==> config.mk <==
export PLATFORM = sky130hd
export DESIGN_NAME = order_preserving_scalar_encoder_flat
export DESIGN_NICKNAME = d
export VERILOG_FILES = /design/src/design/oske_pkg.sv /design/src/design/oske_if.sv /design/src/design/oske_front.sv /design/src/design/oske_queue.sv /design/src/design/oske_back.sv /design/src/design/order_preserving_scalar_encoder.sv /design/src/flat_wrapper.sv
export SDC_FILE = /design/constraint.sdc
export NUM_CORES = 1
export LEC_CHECK = 0
export ABC_CLOCK_PERIOD_IN_PS = 5700
export BUFFER_PORTS_ARGS = -buffer_cell sky130_fd_sc_hd__buf_2
export CAP_MARGIN = 25
export CELL_PAD_IN_SITES_DETAIL_PLACEMENT = 1
export CELL_PAD_IN_SITES_GLOBAL_PLACEMENT = 2
export CORE_ASPECT_RATIO = 1.25
export CORE_MARGIN = 1.5
export CORE_UTILIZATION = 41
export CTS_CLUSTER_SIZE = 14
export DETAILED_ROUTE_END_ITERATION = 16
export GPL_TIMING_DRIVEN = 0
export PLACE_DENSITY = 0.82
export SLEW_MARGIN = 10
export SYNTH_ARGS = -nofsm -noshare
export SYNTH_HDL_FRONTEND = slang
export SYNTH_SLANG_ARGS = --single-unit
export TNS_END_PERCENT = 1
==> constraint.sdc <==
create_clock -name clk -period 5.7 [get_ports clk]
set_input_delay 1.14 -clock clk [delete_from_list [all_inputs] [get_ports clk]]
set_output_delay 1.14 -clock clk [all_outputs]
set_load 0.1 [all_outputs]
==> src/design/oske_pkg.sv <==
// Package with shared types, codes and helpers of the scalar key encoder.
`default_nettype none
package oske_pkg;

	// Scalar kinds as they arrive on the input channel.
	typedef enum logic [2:0] {
		KIND_NIL       = 3'd0,
		KIND_UNDEF     = 3'd1,
		KIND_BOOL      = 3'd2,
		KIND_SINT      = 3'd3,
		KIND_UINT      = 3'd4,
		KIND_F32       = 3'd5,
		KIND_F64       = 3'd6,
		KIND_TIMESTAMP = 3'd7
	} kind_t;

	// Type codes that open each encoded key.
	localparam logic [7:0] CODE_NIL       = 8'h01;
	localparam logic [7:0] CODE_UNDEF     = 8'h02;
	localparam logic [7:0] CODE_FALSE     = 8'h05;
	localparam logic [7:0] CODE_TRUE      = 8'h06;
	localparam logic [7:0] CODE_INT_ZERO  = 8'h20;
	localparam logic [7:0] CODE_F32       = 8'h34;
	localparam logic [7:0] CODE_F64       = 8'h35;
	localparam logic [7:0] CODE_TIMESTAMP = 8'h40;

	// Canonical patterns and sign masks for the float transforms.
	localparam logic [31:0] F32_QNAN     = 32'h7fc0_0000;
	localparam logic [31:0] F32_SIGN     = 32'h8000_0000;
	localparam logic [31:0] F32_EXP      = 32'h7f80_0000;
	localparam logic [63:0] F64_QNAN     = 64'h7ff8_0000_0000_0000;
	localparam logic [63:0] F64_SIGN     = 64'h8000_0000_0000_0000;
	localparam logic [63:0] F64_EXP      = 64'h7ff0_0000_0000_0000;

	// Default depth of the queue between classifier and serializer.
	localparam int QUEUE_DEPTH_DEF = 2;

	// One classified item: type code, payload (low nbytes bytes are sent,
	// most significant first) and the payload length.
	typedef struct packed {
		logic [7:0]  code;
		logic [63:0] payload;
		logic [3:0]  nbytes;
	} entry_t;

	// Number of significant bytes in a 64-bit value, 0 for zero.
	function automatic logic [3:0] sig_bytes(input logic [63:0] x);
		logic [3:0] n;
		n = 4'd0;
		for (int i = 0; i < 8; i++) begin
			if (x[8*i +: 8] != 8'h00) begin
				n = 4'(i + 1);
			end
		end
		return n;
	endfunction

endpackage
`default_nettype wire

==> src/design/oske_if.sv <==
// Handshake interfaces for the input scalar and the output key bytes.
`default_nettype none
interface oske_in_if;
	logic        valid;
	logic        ready;
	logic [2:0]  kind;
	logic [63:0] value;

	modport source (output valid, output kind, output value, input ready);
	modport sink   (input valid, input kind, input value, output ready);
endinterface

interface oske_out_if;
	logic       valid;
	logic       ready;
	logic [7:0] out_byte;
	logic       last;

	modport source (output valid, output out_byte, output last, input ready);
	modport sink   (input valid, input out_byte, input last, output ready);
endinterface
`default_nettype wire

==> src/design/oske_front.sv <==
// Front stage: accepts a scalar word and classifies it into code and payload.
`default_nettype none
module oske_front (
	input  wire                 clk,
	input  wire                 arst_n,
	oske_in_if.sink             item,
	output oske_pkg::entry_t    ent,
	output logic                ent_valid,
	input  wire                 ent_ready
);
	import oske_pkg::*;

	entry_t      ent_d;
	entry_t      ent_s1;
	logic        valid_s1;
	logic [63:0] v;
	logic [31:0] b32;
	logic [63:0] b64;
	logic [3:0]  n;

	assign v = item.value;

	// Classify the incoming word into its type code and payload.
	always_comb begin
		ent_d = '{code: CODE_NIL, payload: 64'd0, nbytes: 4'd0};
		b32   = v[31:0];
		b64   = v;
		n     = sig_bytes(v);
		unique case (kind_t'(item.kind))
			KIND_NIL: begin
				ent_d.code = CODE_NIL;
			end
			KIND_UNDEF: begin
				ent_d.code = CODE_UNDEF;
			end
			KIND_BOOL: begin
				ent_d.code = v[0] ? CODE_TRUE : CODE_FALSE;
			end
			KIND_SINT: begin
				if (v[63]) begin
					// The magnitude minus one is the complement; the
					// payload is the low n bytes of the raw value.
					n = sig_bytes(~v);
					if (n == 4'd0) begin
						n = 4'd1;
					end
					ent_d.code    = CODE_INT_ZERO - {4'd0, n};
					ent_d.payload = v;
					ent_d.nbytes  = n;
				end else begin
					ent_d.code    = CODE_INT_ZERO + {4'd0, n};
					ent_d.payload = v;
					ent_d.nbytes  = n;
				end
			end
			KIND_UINT: begin
				ent_d.code    = CODE_INT_ZERO + {4'd0, n};
				ent_d.payload = v;
				ent_d.nbytes  = n;
			end
			KIND_F32: begin
				if ((b32 & F32_EXP) == F32_EXP && (b32 & ~(F32_EXP | F32_SIGN)) != 32'd0) begin
					b32 = F32_QNAN;
				end else if (b32 == F32_SIGN) begin
					b32 = 32'd0;
				end
				b32 = b32[31] ? ~b32 : (b32 ^ F32_SIGN);
				ent_d.code    = CODE_F32;
				ent_d.payload = {32'd0, b32};
				ent_d.nbytes  = 4'd4;
			end
			KIND_F64: begin
				if ((b64 & F64_EXP) == F64_EXP && (b64 & ~(F64_EXP | F64_SIGN)) != 64'd0) begin
					b64 = F64_QNAN;
				end else if (b64 == F64_SIGN) begin
					b64 = 64'd0;
				end
				b64 = b64[63] ? ~b64 : (b64 ^ F64_SIGN);
				ent_d.code    = CODE_F64;
				ent_d.payload = b64;
				ent_d.nbytes  = 4'd8;
			end
			KIND_TIMESTAMP: begin
				ent_d.code    = CODE_TIMESTAMP;
				ent_d.payload = v ^ F64_SIGN;
				ent_d.nbytes  = 4'd8;
			end
			default: begin
				ent_d.code = CODE_NIL;
			end
		endcase
	end

	// Pipeline register between the input and the queue.
	assign item.ready = !valid_s1 || ent_ready;

	always_ff @(posedge clk or negedge arst_n) begin
		if (!arst_n) begin
			valid_s1 <= 1'b0;
		end else if (item.valid && item.ready) begin
			valid_s1 <= 1'b1;
		end else if (ent_ready) begin
			valid_s1 <= 1'b0;
		end
	end

	always_ff @(posedge clk) begin
		if (item.valid && item.ready) begin
			ent_s1 <= ent_d;
		end
	end

	assign ent       = ent_s1;
	assign ent_valid = valid_s1;

endmodule
`default_nettype wire

==> src/design/oske_queue.sv <==
// Small queue of classified entries between the front and back stages.
`default_nettype none
module oske_queue #(
	parameter int DEPTH = oske_pkg::QUEUE_DEPTH_DEF
) (
	input  wire                 clk,
	input  wire                 arst_n,
	input  oske_pkg::entry_t    wr_ent,
	input  wire                 wr_valid,
	output logic                wr_ready,
	output oske_pkg::entry_t    rd_ent,
	output logic                rd_valid,
	input  wire                 rd_ready
);
	import oske_pkg::*;

	localparam int PW = (DEPTH > 1) ? $clog2(DEPTH) : 1;
	localparam int CW = $clog2(DEPTH + 1);
	localparam logic [PW-1:0] LAST_IDX = PW'(DEPTH - 1);
	localparam logic [CW-1:0] FULL_CNT = CW'(DEPTH);

	entry_t        mem_q [DEPTH];
	logic [PW-1:0] wr_ptr_q;
	logic [PW-1:0] rd_ptr_q;
	logic [CW-1:0] count_q;
	logic          do_wr;
	logic          do_rd;

	assign wr_ready = (count_q != FULL_CNT);
	assign rd_valid = (count_q != '0);
	assign rd_ent   = mem_q[rd_ptr_q];
	assign do_wr    = wr_valid && wr_ready;
	assign do_rd    = rd_valid && rd_ready;

	// Pointer and fill count update.
	always_ff @(posedge clk or negedge arst_n) begin
		if (!arst_n) begin
			wr_ptr_q <= '0;
			rd_ptr_q <= '0;
			count_q  <= '0;
		end else begin
			if (do_wr) begin
				wr_ptr_q <= (wr_ptr_q == LAST_IDX) ? '0 : wr_ptr_q + 1'b1;
			end
			if (do_rd) begin
				rd_ptr_q <= (rd_ptr_q == LAST_IDX) ? '0 : rd_ptr_q + 1'b1;
			end
			if (do_wr && !do_rd) begin
				count_q <= count_q + 1'b1;
			end else if (do_rd && !do_wr) begin
				count_q <= count_q - 1'b1;
			end
		end
	end

	// Entry storage.
	always_ff @(posedge clk) begin
		if (do_wr) begin
			mem_q[wr_ptr_q] <= wr_ent;
		end
	end

endmodule
`default_nettype wire

==> src/design/oske_back.sv <==
// Back stage: serializes one entry into key bytes, code byte first.
`default_nettype none
module oske_back (
	input  wire                 clk,
	input  wire                 arst_n,
	input  oske_pkg::entry_t    ent,
	input  wire                 ent_valid,
	output logic                ent_ready,
	oske_out_if.source          key
);
	import oske_pkg::*;

	logic        busy_q;
	logic        code_phase_q;
	logic [3:0]  rem_q;
	logic [7:0]  code_q;
	logic [63:0] payload_q;
	logic [2:0]  byte_sel;
	logic        fire;

	// Byte selection: code first, then payload bytes from the top down.
	assign byte_sel     = rem_q[2:0] - 3'd1;
	assign key.valid    = busy_q;
	assign key.out_byte = code_phase_q ? code_q : payload_q[8*byte_sel +: 8];
	assign key.last     = code_phase_q ? (rem_q == 4'd0) : (rem_q == 4'd1);
	assign fire         = key.valid && key.ready;
	assign ent_ready    = !busy_q || (fire && key.last);

	// Sequencer control.
	always_ff @(posedge clk or negedge arst_n) begin
		if (!arst_n) begin
			busy_q       <= 1'b0;
			code_phase_q <= 1'b0;
			rem_q        <= 4'd0;
		end else if (ent_valid && ent_ready) begin
			busy_q       <= 1'b1;
			code_phase_q <= 1'b1;
			rem_q        <= ent.nbytes;
		end else if (fire) begin
			if (key.last) begin
				busy_q <= 1'b0;
			end else if (code_phase_q) begin
				code_phase_q <= 1'b0;
			end else begin
				rem_q <= rem_q - 4'd1;
			end
		end
	end

	// Held entry payload.
	always_ff @(posedge clk) begin
		if (ent_valid && ent_ready) begin
			code_q    <= ent.code;
			payload_q <= ent.payload;
		end
	end

endmodule
`default_nettype wire

==> src/design/order_preserving_scalar_encoder.sv <==
// Top level of the order-preserving scalar key encoder.
//
// Usage: the item channel takes one word per scalar, a 3-bit kind and a
// 64-bit raw operand (two's complement integer, IEEE bit pattern, or a
// bool in bit 0). The key channel returns the byte-comparable encoding of
// that scalar, one byte per word, type code first, with last set on the
// final byte. An item yields 1 to 9 bytes.
// Path: an accepted item passes the front pipeline register and the entry
// queue, and its entry is then taken into the byte serializer, which
// offers the code byte first.
// Serializer: an item occupies the byte serializer for its code byte and
// then its n payload bytes, where n is its payload length (0 to 8);
// the byte-wide key channel bounds the item rate. The classifier and the
// entry queue keep taking items while bytes are being sent.
// Reset: arst_n clears all control state at once; the block holds no
// items afterward and the item channel shows ready.
// Stalls: when the receiver holds ready low, the current byte is held,
// the queue and the front pipeline register fill, and then the item
// channel drops ready. No byte is lost or repeated.
`default_nettype none
module order_preserving_scalar_encoder #(
	parameter int QUEUE_DEPTH = oske_pkg::QUEUE_DEPTH_DEF
) (
	input  wire         clk,
	input  wire         arst_n,
	oske_in_if.sink     item,
	oske_out_if.source  key
);
	import oske_pkg::*;

	entry_t front_ent;
	logic   front_valid;
	logic   front_ready;
	entry_t back_ent;
	logic   back_valid;
	logic   back_ready;

	oske_front u_front (
		.clk       (clk),
		.arst_n    (arst_n),
		.item      (item),
		.ent       (front_ent),
		.ent_valid (front_valid),
		.ent_ready (front_ready)
	);

	oske_queue #(
		.DEPTH (QUEUE_DEPTH)
	) u_queue (
		.clk      (clk),
		.arst_n   (arst_n),
		.wr_ent   (front_ent),
		.wr_valid (front_valid),
		.wr_ready (front_ready),
		.rd_ent   (back_ent),
		.rd_valid (back_valid),
		.rd_ready (back_ready)
	);

	oske_back u_back (
		.clk       (clk),
		.arst_n    (arst_n),
		.ent       (back_ent),
		.ent_valid (back_valid),
		.ent_ready (back_ready),
		.key       (key)
	);

endmodule
`default_nettype wire
==> src/flat_wrapper.sv <==
// flat-port wrapper written by rule: the top's interface ports become plain ports
module order_preserving_scalar_encoder_flat import oske_pkg::*;
#(
	parameter int QUEUE_DEPTH = oske_pkg::QUEUE_DEPTH_DEF
)
  (clk, arst_n, item_valid, item_kind, item_value, item_ready, key_valid, key_out_byte, key_last, key_ready);
  oske_in_if item_i ();
  oske_out_if key_i ();
  input  wire clk;
  input  wire arst_n;
  input wire logic [$bits(item_i.valid)-1:0] item_valid;
  input wire logic [$bits(item_i.kind)-1:0] item_kind;
  input wire logic [$bits(item_i.value)-1:0] item_value;
  output wire logic [$bits(item_i.ready)-1:0] item_ready;
  output wire logic [$bits(key_i.valid)-1:0] key_valid;
  output wire logic [$bits(key_i.out_byte)-1:0] key_out_byte;
  output wire logic [$bits(key_i.last)-1:0] key_last;
  input wire logic [$bits(key_i.ready)-1:0] key_ready;
  assign item_i.valid = item_valid;
  assign item_i.kind = item_kind;
  assign item_i.value = item_value;
  assign item_ready = item_i.ready;
  assign key_valid = key_i.valid;
  assign key_out_byte = key_i.out_byte;
  assign key_last = key_i.last;
  assign key_i.ready = key_ready;
  order_preserving_scalar_encoder #(.QUEUE_DEPTH(QUEUE_DEPTH)) u_core (.clk(clk), .arst_n(arst_n), .item(item_i), .key(key_i));
endmodule
==> key figures <==
Run status
  – Status: completed

STA
  – Worst setup slack after layout: 422 ps
  – Final period util: 0.926
  – Max Clock Skew: 12.9 ps
  – Slew headroom: 0.321
  – Worst slew pin tran: 1020 ps
  – Pins over their slew limit: 0
  – Final Critical Period: 5280 ps
  – Final hold viol count: 0
  – # setup viols final: 0
  – RSZ-0062 raised after global routing: false
  – Fmax: 189 MHz

Synth
  – #FFs+latches synth: 307
  – Syn_nets: 846
  – Commonest cells post-synth: edfxtp_1 (296), mux2_2 (71), nor2_1 (49), nand2_1 (41), mux2i_1 (37)
  – Synth top area share: 0.706
  – Yosys warnings: 0
  – Count leader, synth: edfxtp_1
  – Cell area after synthesis: 0.0126 mm^2
  – Distinct cells, synth: 54
  – Synth area leader: edfxtp_1
  – Register area share after synthesis: 0.728
  – Asr flop ratio synth: 0.0358
  – Largest cells by area after synthesis: edfxtp_1 (71%), mux2_2 (6.4%), mux2i_1 (2.9%)
  – Syn Inst Count: 770
  – Post-synthesis average cell area: 16.3 um^2
  – Top_reg_cell synth: edfxtp_1
  – Post-synth EDFFs: 296

Floorplan
  – Row Count: 71
  – I/O pin cnt: 82
  – Initial core utilization: 0.418
  – Die area: 0.0318 mm^2
  – Die Ht: 199 um
  – Core area: 0.0301 mm^2
  – Die width: 160 um

Worst setup path
  – Worst r2r path cells: 13
  – Setup CP Type: register to output pin
  – Critical path's largest stage delay: 470 ps
  – Crit end category: output pin
  – Critical Path AT: 4140 ps
  – RR Startpoint: u_core.u_back.rem_q[0]
  – Worst path required time: 4560 ps
  – Startpoint class of the critical path: register
  – Critical Path, Cell by Cell: clkbuf_2 > buf_2 > inv_1 > ha_1 > buf_1 > clkbuf_2 > mux4_2 > mux2i_1 > o21ai_0 > buf_2
  – Critical Path Fanout Max: 10
  – Crit-path slowest cell: buf_1
  – Critical Path Start: u_core.u_back.rem_q[0]

Clock tree
  – Clock Tree Root: clkbuf_16
  – Clock sink count: 307
  – H-tree depth: 1
  – Clock Path Buffers: 3
  – # Post-CTS Setup Buffers: 0
  – Cts bufs inserted: 28
  – Hold-fix buffers, CTS: 0
  – CTS tree: done
  – Post-cts sizing count: 2
  – Worst-Skew Late Latency: 540 ps
  – CTS clock-pin slew for the worst setup and hold paths: 70 ps

Final layout
  – Multi-input gate area: 0.00330 mm^2
  – Final Util: 0.482
  – Layout overhead on the synthesized area: 15.3%
  – Fill cells: 2912
  – FF/Latch Area: 0.00916 mm^2
  – Layout Nets: 963
  – Share of layout cells above drive strength 1: 0.253
  – N_diodes: 0

Power
  – Design Power: 7430 uW
  – Pleak: 0.00499 uW
  – Worst vdd ir: 0.296 mV
  – Power density over the cells: 512 mW/mm^2

Min path
  – Min-Delay Startpoint: u_core.u_front.ent[63]
  – Hold Crit Class: register to register
  – Worst hold path depth: 0

Drt
  – Via Count: 7071
  – Average wire per standard cell: 23.2 um
  – Initial DRC count: 553
  – Final ANT Viol Nets: 0
  – Final wirelength: 30200 um
  – DR vias/cell: 5.41
  – Pre-antenna DRT Iters: 5
  – Drc violations: 0

Global route
  – Grt ovf: 0
  – Antenna violations before repair: 0
  – Vias in the first global route: 7525
  – Pin count of the biggest net entering global routing: 60
  – First-pass GRT wire length: 45300 um
  – Tot GR Track Use: 0.191

Place
  – Post-DP HPWL: 21900 um
  – DP Worst Slack: 218 ps
  – Port buffer count: 79
  – Final Wtd Congestion: 0.858

Flow run
  – Max Cap Viol: 0
-- cells by family after synthesis --
group,count (synthesis),synth area share
compound gates,119,0.0602
xor+xnor,9,0.00626
fa+ha+maj,5,0.00497
buf+inv,37,0.0121
flops,307,0.728
mux,124,0.122
simple gates,169,0.0669
-- per-stage QoR --
step                      cell area, um^2  std cells  hold WS, ps  setup TNS [ps]
after CTS                           14500       1305          445               0
final                               14500       1306          445               0
after global routing                14500       1306          456               0
after floorplan                     12600        770          421            -338
after detailed placement            13700       1257          433               0
after global placement              13500       1250          423          -43320
-- path summary, 6_finish.rpt --
path,end,slack (ps)
worst max-delay path,key_out_byte[1],420
worst min-delay path,u_core.u_queue.mem_q[1][63],440
worst max register to register,u_core.u_queue.count_q[1],2350
worst min register to register,u_core.u_queue.mem_q[1][63],440
max in group asynchronous,u_core.u_back.rem_q[2],5000
min in group asynchronous,u_core.u_queue.count_q[0],470
-- registers in the layout (all words and copies together), names as in the netlist --
register                    flops
u_core.u_queue.rd_ptr_q         1
u_core.u_queue.wr_ptr_q         1
u_core.u_front.ent_valid        1
u_core.u_front.ent             75
u_core.u_back.payload_q        64
u_core.u_back.rem_q             4
u_core.u_queue.mem_q          150
u_core.u_back.code_phase_q      1
u_core.u_back.code_q            7
u_core.u_queue.count_q          2
u_core.u_back.key.valid         1
-- cell type report --
| cell class | count | share of cell area |
|---|---|---|
| flip-flops and latches | 307 | 0.632 |
| multi-input cells | 426 | 0.227 |
| clock buffers | 35 | 0.0516 |
| repair buffers | 87 | 0.0385 |
| well taps | 401 | 0.0346 |
| plain buffers | 30 | 0.00888 |
| clock inverters | 13 | 0.00578 |
| inverters | 7 | 0.00181 |
-- cell usage in the layout (no fill, tap or decap), types with 8 or more instances in the layout --
cell type	n
edfxtp_1	296
buf_2	84
mux2_2	71
nor2_1	47
nand2_1	41
mux2i_1	37
o21ai_0	34
a21oi_1	32
clkbuf_16	29
clkbuf_1	22
mux4_2	16
nand4_1	15
a22o_1	13
nor4_1	12
nor3_1	12
dfrtp_1	11
clkinv_1	8
-- critical path: cells and delay by family, from the launching register on --
kind            cells  cell delay (ps)
buf+inv             6             2150
flops               1              360
fa+ha+maj           1              310
compound gates      1              120
mux                 2              650
-- where the power goes --
| group | switching [uW] | internal, uW | leakage, uW |
|---|---|---|---|
| sequential | 194 | 3200 | 0.00292 |
| combinational | 1570 | 736 | 0.00166 |
| clock | 765 | 967 | 0.000407 |
| total | 2520 | 4910 | 0.00499 |
-- metal layers --
metal  vias up  wire length, um  global-route usage
met5         -                0                   0
met4         0              727              0.0667
met3        39              877              0.0194
met2       150            15900               0.347
met1      3615            12700               0.239
li1       3267                -                   -
No activity file was read; power rests on OpenSTA's default activity.
